==> config.mk <==
export PLATFORM = sky130hd
export DESIGN_NAME = cbf_ctr_alu
export DESIGN_NICKNAME = d
export VERILOG_FILES = /design/src/rtl/counting_bloom_filter_update_core_defines.svh /design/src/rtl/cbf_pkg.sv /design/src/rtl/cbf_ctr_alu.sv
export SDC_FILE = /design/constraint.sdc
export NUM_CORES = 1
export LEC_CHECK = 0
export BUFFER_PORTS_ARGS = -buffer_cell sky130_fd_sc_hd__buf_2
export CAP_MARGIN = 5
export CORE_AREA = 2 2 39 41
export DETAILED_ROUTE_END_ITERATION = 10
export DIE_AREA = 0 0 41 43
export PLACE_DENSITY = 0.67
export SLEW_MARGIN = 20
export SYNTH_ARGS = -nofsm -noshare
export SYNTH_HDL_FRONTEND = slang
export SYNTH_SLANG_ARGS = --single-unit
==> constraint.sdc <==
create_clock -name vclk -period 2.1
set_clock_uncertainty 0.2 [all_clocks]
set_input_delay 0.42 -clock vclk [all_inputs]
set_output_delay 0.42 -clock vclk [all_outputs]
set_load 0.1 [all_outputs]
==> src/rtl/counting_bloom_filter_update_core_defines.svh <==
// Assertion helpers shared by the RTL; all sample on i_clk, off during reset.
`ifndef COUNTING_BLOOM_FILTER_UPDATE_CORE_DEFINES_SVH
`define COUNTING_BLOOM_FILTER_UPDATE_CORE_DEFINES_SVH

// condition holds on every clock
`define CBF_ASSERT(lbl, cond, msg) \
    lbl: assert property (@(posedge i_clk) disable iff (!i_rst_n) (cond)) else $error(msg);

// same-cycle implication
`define CBF_ASSERT_IMP(lbl, ante, cons, msg) \
    lbl: assert property (@(posedge i_clk) disable iff (!i_rst_n) (ante) |-> (cons)) \
        else $error(msg);

// next-cycle implication
`define CBF_ASSERT_NXT(lbl, ante, cons, msg) \
    lbl: assert property (@(posedge i_clk) disable iff (!i_rst_n) (ante) |=> (cons)) \
        else $error(msg);

`endif

==> src/rtl/cbf_pkg.sv <==
package cbf_pkg;

    localparam int KEY_W  = 256;
    localparam int WORD_W = 64;
    localparam int KIND_W = 2;
    localparam int CFG_W  = 5;
    localparam int CTR_W  = 8;

    localparam logic [CTR_W-1:0] CTR_MAX = 8'hFF;
    localparam logic [CTR_W-1:0] CTR_ONE = 8'h01;

    localparam logic [KIND_W-1:0] KIND_ADD    = 2'd0;
    localparam logic [KIND_W-1:0] KIND_REMOVE = 2'd1;
    localparam logic [KIND_W-1:0] KIND_CLEAR  = 2'd2;

    localparam logic REG_NUM_HASHES = 1'b0;
    localparam logic REG_INDEX_BITS = 1'b1;

    localparam logic [CFG_W-1:0] NUM_HASHES_RST = 5'd10;
    localparam logic [CFG_W-1:0] INDEX_BITS_RST = 5'd4;

    typedef struct packed {
        logic load;
        logic shift;
    } t_slice_ctl;

endpackage

==> src/rtl/cbf_ctr_alu.sv <==
module cbf_ctr_alu
    import cbf_pkg::*;
(
    input  logic             i_is_add,
    input  logic [CTR_W-1:0] i_old,
    output logic [CTR_W-1:0] o_new,
    output logic             o_hit
);

    always_comb begin
        if (i_is_add) begin
            o_hit = (i_old == CTR_MAX);
            o_new = o_hit ? i_old : i_old + CTR_ONE;
        end else begin
            o_hit = (i_old == CTR_ONE);
            o_new = (i_old == '0) ? i_old : i_old - CTR_ONE;
        end
    end

endmodule

==> impl_results.md <==
- Setup TNS: -2.45 ns
- Final core occ: a little over nine tenths
- Wirelength, routed: between 3000 and 4000 um
- Pwr Density: around 290 mW/mm2
- Max cap viols: 0
- Routed vias/inst: between 6 and 7
- Most frequent cells in the layout: 36 x buf_4, 9 x nand2_1, 9 x buf_12, 7 x buf_6, 5 x o211ai_1
- Commonest non-fill, non-tap cell in the layout: buf_4
- CP endpoint kind: primary output
- Pin count of the biggest net entering global routing: 8
- Violated checks: negative setup slack
- Total power: approximately 390 uW
- # setup viols final: 9
- Worst Path Required: about 1.5 ns
- # diodes: 0
- P&R area growth vs syn: 194%
- Max Fanout on Critical Path: 6
- Fillers: 16
- RSZ-0062 raised after global routing: true
- Finished Layout Cells: approximately 150
- Period Utilization, post-route: 118%
- Yosys top cell area share: between 10% and 20%
- Initial antenna violation count: 0
- Placed cell count: between 100 and 150
- Core Region: 0.00138 mm2
- Fmax: 405 MHz
- GR Overflow Total: 0
- Die H: ~43 um
- Status: finished, violations left
- Fin nets: roughly 140
- Die Wd: about 41 um
- Layout clock buffer count: 0
- Worst Tran Pin Value: about 0.42 ns
- DRC Markers: 0
- Yosys warns: 0
- Ports: 18
- TritonRoute pass-1 iters: 5
- Min Clock Period, post-route: ~2.5 ns
- Wire per inst: 26.3 um
- Gpl congestion: slightly below 0.9
- Max_slew headroom: between 70% and 80%
- Pleak: 0.000560 uW
- Ratio of cells with drive above 1 in the final layout: between 70% and 80%
- Startpoint Class: primary input
- Hold Violations, Final: 0
- Detail Route Antenna Nets: 0
- Cells after Synth: roughly 70
- FP Rows: 14
- Global-route wire length before repair: slightly above 4000 um
- Crit Path Class: primary input to primary output
- Port bufs: 18
- Final WS setup: -0.368 ns
- Max VDD drop: around 0.00025 V
- Syn_area_per_cell: between 6 and 7 um2
- Die area: about 0.0018 mm2
- Synthesized area: ~460 um2
- Hold WC Path Type: primary input to primary output
- HPWL after DPL: roughly 1600 um
- Seq_cells: 0
- Number of global-route vias before repair: between 800 and 900
- Critical Path AT: ~1.9 ns
- Total GRT Usage: ~33%
- Post-synth top area cell: ha_1
- Top cells by area, synth: ha_1 11%, nand2_1 9.8%, o211ai_1 8.2%
- Hold Buf Count CTS: 0
- Initial drt markers: between 80 and 90
- Register Area: 0 um2
- Register area share after synthesis: 0%
- Vias: roughly 1000
- Syn_nets: between 80 and 90
- Distinct cells, synth: 35
- Starting Density: ~33%
- Final Max Slew Viols: 0
-- power breakdown --
part	switching (uW)	internal, uW
registers	0	0
logic	227	160
clock network	0	0
-- metal layers --
metal	vias to the layer above	wire length [um]	global-route usage [%]
met5	-	0	0
met4	0	224	5.33
met3	36	470	2.62
met2	108	1830	59.7
met1	454	1290	40.3
li1	399	-	-
-- kinds of logic (layout without fill, tap and decap cells) --
logic type | after synthesis | in the layout | synth area share, %
adder cells (fa/ha/maj) | 4 | 4 | 10.9
buffers and inverters | 6 | 64 | 7.06
XOR/XNOR | 1 | 1 | 1.90
AND/OR/NAND/NOR | 38 | 38 | 43.8
AO/OA/AOI/OAI | 21 | 21 | 34.2
multiplexers | 1 | 1 | 2.17
-- cell type report --
cell class / instances / area, um2 / area share, %
multi-input cells: 65 / 682 / 50.3
well taps: 16 / 20.0 / 1.48
repair buffers: 61 / 634 / 46.8
inverters: 3 / 18.8 / 1.39
-- timing repair --
action | in CTS | in global routing
gates cloned | 0 | 0
endpoints found under the setup margin | 9 | 9
pin swaps | 16 | 9
buffers inserted | 5 | 5
gates resized for setup | 38 | 16
-- cell usage after synthesis, drive strengths merged (2+ instances only) --
cell type	n
o21ai	3
ha	4
buf	3
inv	3
nand2	12
nand3	7
nor2	5
nand2b	2
nor3	5
o211ai	5
-- through the flow --
step	hold WS (ns)	area (um2)	setup slack, ns
after global routing	1.07	1360	-0.413
after floorplan	0.915	591	-0.942
after CTS	1.06	1240	-0.270
after global placement	1.10	1050	-0.364
after detailed placement	1.12	1050	-0.412
final	1.07	1360	-0.368
-- critical path, stage by stage --
cell	delay [ns]
buf_2	0.14
nor2_4	0.24
nand2_1	0.14
or4_4	0.51
a22oi_2	0.19
buf_12	0.20
-- worst paths after layout --
check	from	endpoint	depth (start not counted)
worst max-delay path	i_old[3]	o_new[6]	6
worst min-delay path	i_old[2]	o_new[2]	4
Note: power is estimated with default switching activity, not from simulation.
