## src/rtl/counting_bloom_filter_update_core_defines.svh

```systemverilog
// Assertion helpers shared by the RTL; all sample on i_clk, off during reset.
`ifndef COUNTING_BLOOM_FILTER_UPDATE_CORE_DEFINES_SVH
`define COUNTING_BLOOM_FILTER_UPDATE_CORE_DEFINES_SVH

// condition holds on every clock
`define CBF_ASSERT(lbl, cond, msg) \
    lbl: assert property (@(posedge i_clk) disable iff (!i_rst_n) (cond)) else $error(msg);

// same-cycle implication
`define CBF_ASSERT_IMP(lbl, ante, cons, msg) \
    lbl: assert property (@(posedge i_clk) disable iff (!i_rst_n) (ante) |-> (cons)) \
        else $error(msg);

// next-cycle implication
`define CBF_ASSERT_NXT(lbl, ante, cons, msg) \
    lbl: assert property (@(posedge i_clk) disable iff (!i_rst_n) (ante) |=> (cons)) \
        else $error(msg);

`endif

```

## src/rtl/cbf_pkg.sv

```systemverilog
package cbf_pkg;

    localparam int KEY_W  = 256;
    localparam int WORD_W = 64;
    localparam int KIND_W = 2;
    localparam int CFG_W  = 5;
    localparam int CTR_W  = 8;

    localparam logic [CTR_W-1:0] CTR_MAX = 8'hFF;
    localparam logic [CTR_W-1:0] CTR_ONE = 8'h01;

    localparam logic [KIND_W-1:0] KIND_ADD    = 2'd0;
    localparam logic [KIND_W-1:0] KIND_REMOVE = 2'd1;
    localparam logic [KIND_W-1:0] KIND_CLEAR  = 2'd2;

    localparam logic REG_NUM_HASHES = 1'b0;
    localparam logic REG_INDEX_BITS = 1'b1;

    localparam logic [CFG_W-1:0] NUM_HASHES_RST = 5'd10;
    localparam logic [CFG_W-1:0] INDEX_BITS_RST = 5'd4;

    typedef struct packed {
        logic load;
        logic shift;
    } t_slice_ctl;

endpackage

```

## src/rtl/cbf_slicer.sv

```systemverilog
module cbf_slicer
    import cbf_pkg::*;
#(
    parameter int MAX_INDEX_BITS = 16
) (
    input  logic                                  i_clk,
    input  t_slice_ctl                            i_ctl,
    input  logic [KEY_W-1:0]                      i_key,
    input  logic [$clog2(MAX_INDEX_BITS+1)-1:0]   i_width,
    output logic [MAX_INDEX_BITS-1:0]             o_idx
);

    localparam int IW = $clog2(MAX_INDEX_BITS + 1);

    logic [KEY_W-1:0] r_key;
    logic [IW-1:0]    shamt;

    // stream bit 0 sits at the MSB; each slice is taken from the top
    assign shamt = IW'(MAX_INDEX_BITS) - i_width;
    assign o_idx = r_key[KEY_W-1 -: MAX_INDEX_BITS] >> shamt;

    always_ff @(posedge i_clk) begin
        if (i_ctl.load) begin
            r_key <= i_key;
        end else if (i_ctl.shift) begin
            r_key <= r_key << i_width;
        end
    end

endmodule

```

## config.mk

```make
export PLATFORM = sky130hd
export DESIGN_NAME = cbf_slicer
export DESIGN_NICKNAME = d
export VERILOG_FILES = /design/src/rtl/counting_bloom_filter_update_core_defines.svh /design/src/rtl/cbf_pkg.sv /design/src/rtl/cbf_slicer.sv
export SDC_FILE = /design/constraint.sdc
export NUM_CORES = 1
export LEC_CHECK = 0
export BUFFER_PORTS_ARGS = -buffer_cell sky130_fd_sc_hd__buf_2
export CAP_MARGIN = 15
export CORE_ASPECT_RATIO = 0.8
export CORE_MARGIN = 1.5
export CORE_UTILIZATION = 45
export DETAILED_ROUTE_END_ITERATION = 16
export PLACE_DENSITY = 0.68
export SYNTH_ARGS = -nofsm -noshare
export SYNTH_HDL_FRONTEND = slang
export SYNTH_SLANG_ARGS = --single-unit
export TNS_END_PERCENT = 10
```

## constraint.sdc

```tcl
create_clock -name i_clk -period 5 [get_ports i_clk]
set_input_delay 0.75 -clock i_clk [delete_from_list [all_inputs] [get_ports i_clk]]
set_output_delay 0.75 -clock i_clk [all_outputs]
set_load 0.02 [all_outputs]
```

==> metrics.csv, run 1 <==
metric,value,unit
status,finished clean,
initial antenna violation count,2,
cts repair resizes,0,
die area,53540,µm²
Post-DRT Antenna Nets,0,
share of layout cells above drive strength 1,0.2662,
critical path startpoint category,input port,
crit path capture type,output pin,
Vias,22850,
largest net degree at the start of global routing,144,
Via-to-Cell Ratio,7.096,
worst-margin pin slew,1.252,ns
Avg WL per Cell,27.42,µm
drt drc,0,
Buffers on Ports,279,
"EDFF count, synth",256,
# setup viols final,0,
crit share post-route,0.7860,
Tot GR Track Use,0.3165,
wire length of the first global-routing pass,131800,µm
FILL cells,4751,
final-report hold violation count,0,
Final Max Slew Viols,0,
RSZ-0062 raised after global routing,false,
GP Congestion,1.008,
Largest Register,r_key,
vias in the first global route,21130,
Clock Latency Late Sink,0.61,ns
Post-Route Setup TNS,0,ns
CP Data Required Time,4.25,ns
synthesized net count,2685,
Worst VDD drop,0.2326,mV
Max clock buf depth,3,
Min-Delay Path Class,in2reg,
Synthesis Warnings,0,
dominant synthesized flop cell,edfxtp_1,
Die H,207.3,µm
post-synthesis cell count,2420,
biggest registers after layout,r_key x256,
"Cell Area, Synth",23470,µm²
Placed Area,25040,µm²
area delta synth->final,10.88,%
final WL,88280,µm
Rows,74,
async set-reset flop share out of synthesis,0,
ANT cells,0,
fin nets,2779,
Max Fanout on Critical Path,36,
Clock Pin Slew Worst Setup and Hold Paths,0.06,ns
drt first pass iters,6,
Die X-Extent,258.3,µm
# H-tree levels,1,
WP data arrival,3.18,ns
Hold Slack,0.4169,ns
Final min period,3.930,ns
Cell variety after synth,61,
design area,26020,µm²
Leakage,0.01007,µW
Core Region,51290,µm²
CTS tree,done,
Final Core Density,0.5073,
Fmax,254.4,MHz
post-detail-place hpwl,64260,µm
Worst Skew,0.02378,ns
worst setup path category,in2out,
Initial Util,0.4575,
1st-iter DRT viols,3724,
syn_area_per_cell,9.698,µm²
CTS buffer count,31,
"FF+latch count, synth",256,
Power Density,319.5,nW/µm²
max-cap viol count,0,
Largest register FFs,256,
clk sinks,256,
Post-CTS Hold Fix Bufs,0,
# IOs,280,
global route total overflow,0,
post-CTS setup buffers,0,
headroom to the max-slew limit,0.1634,
sequential cell area fraction in the yosys report,0.3276,
CTS root buffer,clkbuf_16,
## placed cells by master (no fill, tap or decap), drive strengths merged, types with 4 or more instances in the layout
| cell type | Yosys | layout |
|---|---|---|
| a211oi | 11 | 11 |
| a21o | 4 | 4 |
| a21oi | 22 | 22 |
| a221oi | 13 | 13 |
| a222oi | 8 | 8 |
| a22oi | 7 | 7 |
| a31oi | 5 | 5 |
| and2 | 4 | 4 |
| buf | 104 | 320 |
| clkbuf | 156 | 34 |
| clkinv | 3 | 18 |
| edfxtp | 256 | 256 |
| inv | 15 | 18 |
| mux2 | 222 | 222 |
| mux2i | 296 | 296 |
| mux4 | 69 | 69 |
| nand2 | 320 | 320 |
| nand2b | 7 | 7 |
| nand3 | 5 | 5 |
| nor2 | 205 | 205 |
| nor2b | 10 | 10 |
| nor3 | 6 | 6 |
| o211ai | 14 | 14 |
| o21a | 8 | 8 |
| o21ai | 56 | 56 |
| o221ai | 214 | 214 |
| o22ai | 332 | 332 |
| o2bb2ai | 5 | 5 |
| or2 | 7 | 7 |
## per-stage QoR
step                      cells  total power, µW  worst slack, ns
after floorplan            2420             4962          0.09304
after global placement     3165             5897           0.9875
after detailed placement   3165             5935           0.9425
after CTS                  3220             8204            1.146
after global routing       3220             8580           0.8656
final                      3220             8314            1.070
## routing by layer
layer,share of wire,track usage,vias to the layer above
li1,-,-,9920
met1,0.41,0.4698,11010
met2,0.42,0.4549,1740
met3,0.13,0.07289,172
met4,0.033,0.09498,4
met5,0.00029,0,-
## worst paths after layout
check                                start    endpoint  slack (ns)  cells past startpoint
worst max register to register   r_key[23]   r_key[44]        2.49                      5
worst min register to register    r_key[0]    r_key[0]        0.91                      2
worst min-delay path            i_key[127]  r_key[127]        0.42                      3
worst max-delay path            i_width[0]    o_idx[1]        1.07                      9
## power by group
part | switching (µW) | internal, µW | leakage (µW)
registers | 282 | 2740 | 0.00266
logic | 1830 | 1180 | 0.00693
clock network | 1000 | 1280 | 0.000483
## critical path, cell delays in order
cell and delay, ns:
buf_4 0.42, clkinv_1 0.19, ha_1 0.68, inv_2 0.21, mux2i_1 0.34, nor2_1 0.08, a21oi_1 0.18, o22ai_1 0.11
buf_2 0.18
## Yosys cell counts (all sizes together) (2+ instances only)
| library cell | count | share of area |
|---|---|---|
| o22ai | 332 | 0.089 |
| nand2 | 320 | 0.051 |
| mux2i | 296 | 0.13 |
| edfxtp | 256 | 0.33 |
| mux2 | 222 | 0.11 |
| o221ai | 214 | 0.080 |
| nor2 | 205 | 0.033 |
| clkbuf | 156 | 0.025 |
| buf | 104 | 0.027 |
| mux4 | 69 | 0.066 |
| o21ai | 56 | 0.012 |
| a21oi | 22 | 0.0047 |
| inv | 15 | 0.0024 |
| o211ai | 14 | 0.0045 |
| a221oi | 13 | 0.0049 |
| a211oi | 11 | 0.0035 |
| nor2b | 10 | 0.0027 |
| a222oi | 8 | 0.0034 |
| o21a | 8 | 0.0026 |
| a22oi | 7 | 0.0022 |
| nand2b | 7 | 0.0019 |
| or2 | 7 | 0.0019 |
| nor3 | 6 | 0.0015 |
| a31oi | 5 | 0.0013 |
| nand3 | 5 | 0.0011 |
| o2bb2ai | 5 | 0.0019 |
| a21o | 4 | 0.0013 |
| and2 | 4 | 0.0011 |
| a2bb2oi | 3 | 0.0011 |
| clkinv | 3 | 0.00048 |
| o221a | 3 | 0.0014 |
| o22a | 3 | 0.0011 |
| o311ai | 3 | 0.0011 |
| o31ai | 3 | 0.00096 |
| o32ai | 3 | 0.0011 |
| a22o | 2 | 0.00075 |
| a32oi | 2 | 0.00075 |
| o2111ai | 2 | 0.00075 |
| or3 | 2 | 0.00053 |
## final cells by class
cell class	instances	area, µm²	share of cell area
multi-input combinational	1886	14540	0.5587
sequential	256	7687	0.2954
timing repair buffer	321	1887	0.07251
tap	684	855.8	0.03289
clock buffer	33	783.3	0.03010
clock inverter	22	201.4	0.007741
inverter	18	67.56	0.002597
## kinds of logic (layout without fill, tap and decap cells)
family | count (synthesis) | in the layout | synth area share
adders and majority gates | 1 | 1 | 0.0005330
muxes | 587 | 587 | 0.2997
DFF | 256 | 256 | 0.3276
buffers and inverters | 278 | 394 | 0.05454
xor gates and xnor gates | 2 | 2 | 0.0007465
and+or+nand+nor | 567 | 567 | 0.09479
AOI/OAI and AO/OA | 729 | 729 | 0.2222
Note: power is estimated with default switching activity, not from simulation.
==> run 2, diff against run 1 <==
Settings changed: PLACE_DENSITY 0.68 to 0.65.
Clock period 5 ns to 3.9 ns, I/O delays scaled along.
==> run 2 against run 1 <==
  * Total power increased by 30%
  * Sequential power rose by 28%
  * Non-clock buffer count grew 10
  * Utilization up 0.42 points
  * Wire length grew 2.3%
  * Clock power is 34% higher
  * Hold slack got worse by 0.15 ns
  * Via count about the same
  * Largest power group is now combinational logic
==> metrics.csv, run 2 (synthesized netlist as in run 1, its figures left out) <==
metric,value,unit,change
RSZ-0062 raised after global routing,false,,unchanged
Die H,207.3,µm,unchanged
cts repair resizes,0,,unchanged
most frequent cells in the layout,"332 x o22ai_1, 318 x nand2_1, 295 x mux2i_1",,unchanged
Sw Ratio,0.3704,,was 0.3752
FILL cells,4828,,"was 4,751"
Max Fanout on Critical Path,32,,was 36
critical path startpoint category,input port,,unchanged
Final Core Density,0.5115,,was 0.5073
Rows,74,,unchanged
final WL,90320,µm,"was 88,280 µm"
share of layout cells above drive strength 1,0.2664,,was 0.2662
crit path capture type,output pin,,unchanged
CTS root buffer,clkbuf_16,,unchanged
Post-CTS Hold Fix Bufs,0,,unchanged
final-report hold violation count,0,,unchanged
largest net degree at the start of global routing,104,,was 144
wire length of the first global-routing pass,134200,µm,"was 131,800 µm"
FF-to-FF path depth,5,,unchanged
drt drc,0,,unchanged
# IOs,280,,unchanged
status,finished clean,,unchanged
Final Power,10840,µW,was 8314 µW
Vias,22870,,"was 22,850"
die area,53540,µm²,unchanged
# setup viols final,0,,unchanged
Comb pwr share,0.360,,was 0.362
hold endpoint,r_key[99],,was r_key[127]
Final min period,3.333,ns,
1st-iter DRT viols,4076,,"was 3,724"
worst-margin pin slew,0.9790,ns,was 1.252 ns
area delta synth->final,11.79,%,was 10.88%
WP data arrival,2.75,ns,was 3.18 ns
Largest Register,r_key,,unchanged
post-detail-place hpwl,65530,µm,"was 64,260 µm"
# H-tree levels,1,,unchanged
Clock Pin Slew Worst Setup and Hold Paths,0.06,ns,about the same
Crit Reg-Reg Endpoint,r_key[228],,was r_key[44]
GP Congestion,1.027,,was 1.008
R2R setup slack,1.45,ns,was 2.49 ns
Die X-Extent,258.3,µm,unchanged
Max clock buf depth,3,,unchanged
clk sinks,256,,unchanged
Buffers on Ports,279,,unchanged
CTS buffer count,31,,unchanged
Hold Path Origin,i_key[99],,was i_key[127]
max-cap viol count,0,,unchanged
Initial Util,0.4575,,unchanged
Clock Latency Late Sink,0.60,ns,was 0.61 ns
clock power share,0.282,,was 0.275
Post-Route Setup TNS,0,ns,unchanged
Worst Skew,0.01533,ns,was 0.02378 ns
vias in the first global route,21210,,"was 21,130"
Largest register FFs,256,,unchanged
share of power burned in registers,0.358,,was 0.363
worst setup path category,in2out,,unchanged
drt first pass iters,8,,was 6
crit share post-route,0.8545,,
global route total overflow,0,,unchanged
fin nets,2789,,"was 2,779"
Int Pwr,6826,µW,was 5195 µW
reg2reg start,r_key[228],,was r_key[23]
Core Region,51290,µm²,unchanged
Avg WL per Cell,27.92,µm,was 27.42 µm
Fmax,300.1,MHz,
CP Data Required Time,3.31,ns,was 4.25 ns
Leakage,0.01017,µW,was 0.01007 µW
CTS tree,done,,unchanged
Power Density,413.2,nW/µm²,was 319.5 nW/µm²
Worst VDD drop,0.3635,mV,was 0.2326 mV
Min-Delay Path Class,in2reg,,unchanged
Tot GR Track Use,0.3234,,was 0.3165
biggest registers after layout,r_key x256,,unchanged
Via-to-Cell Ratio,7.069,,was 7.096
initial antenna violation count,3,,was 2
Final Max Slew Viols,0,,unchanged
post-CTS setup buffers,0,,unchanged
headroom to the max-slew limit,0.3473,,was 0.1634
worst hold stages,3,,unchanged
"most common cell after layout, fill and taps aside",o22ai_1,,unchanged
Switch Pwr,4015,µW,was 3120 µW
Post-DRT Antenna Nets,0,,unchanged
==> run 2: layout make-up <==
class	count	area, µm²	share of cell area
Tap cell	684	855.8	0.03262
Clock buffer	46	832.0	0.03171
Clock inverter	12	187.7	0.007153
Timing Repair Buffer	331	2062	0.07859
Antenna cell	2	5.005	0.0001908
Sequential cell	256	7687	0.2930
Multi-Input combinational cell	1886	14540	0.5541
Inverter	18	67.56	0.002575
==> run 2: per-stage QoR <==
stage               area, µm²  cells  hold slack (ns)  setup WS [ns]
global placement        25210   3175           0.8673         0.6282
detailed placement      25210   3175           0.8715         0.5749
floorplan               23470   2420           0.7447         0.1381
global route            26230   3233           0.2661         0.3800
CTS                     26230   3233           0.2454         0.5753
finish                  26240   3235           0.2705         0.5673
==> run 2: how the worst max path moves through the flow <==
stage,from,end,depth (start not counted),slack (ns)
2_1_floorplan,i_width[0],o_idx[6],12,0.14
3_3_place_gp,i_width[1],o_idx[14],9,0.63
3_5_place_dp,i_width[1],o_idx[14],9,0.57
4_1_cts,i_width[1],o_idx[14],9,0.58
5_1_grt,i_width[1],o_idx[14],9,0.38
6_report,i_width[1],o_idx[14],9,0.57
==> run 2: routing by layer <==
layer / track usage / vias to the layer above / wire length [µm]
li1: - / 9960 / -
met1: 0.4804 / 11020 / 38290
met2: 0.4602 / 1704 / 37430
met3: 0.09072 / 180 / 11920
met4: 0.07885 / 2 / 2673
met5: 0 / - / 11
==> run 2: worst max-delay path, cell delays in order <==
cell	delay (ns)
buf_6	0.30
inv_1	0.20
ha_1	0.35
nor2_1	0.13
mux2i_1	0.08
o21a_1	0.32
or2_2	0.37
nor3_1	0.20
buf_2	0.20
==> run 2: power groups by stage <==
stage / Combinational (µW) / Clock, µW / Sequential, µW
floorplan: 2660 / 0 / 3700
global placement: 3710 / 0 / 3890
detailed placement: 3760 / 0 / 3890
CTS: 3780 / 3070 / 3840
global route: 4130 / 3170 / 3890
finish: 3900 / 3060 / 3880
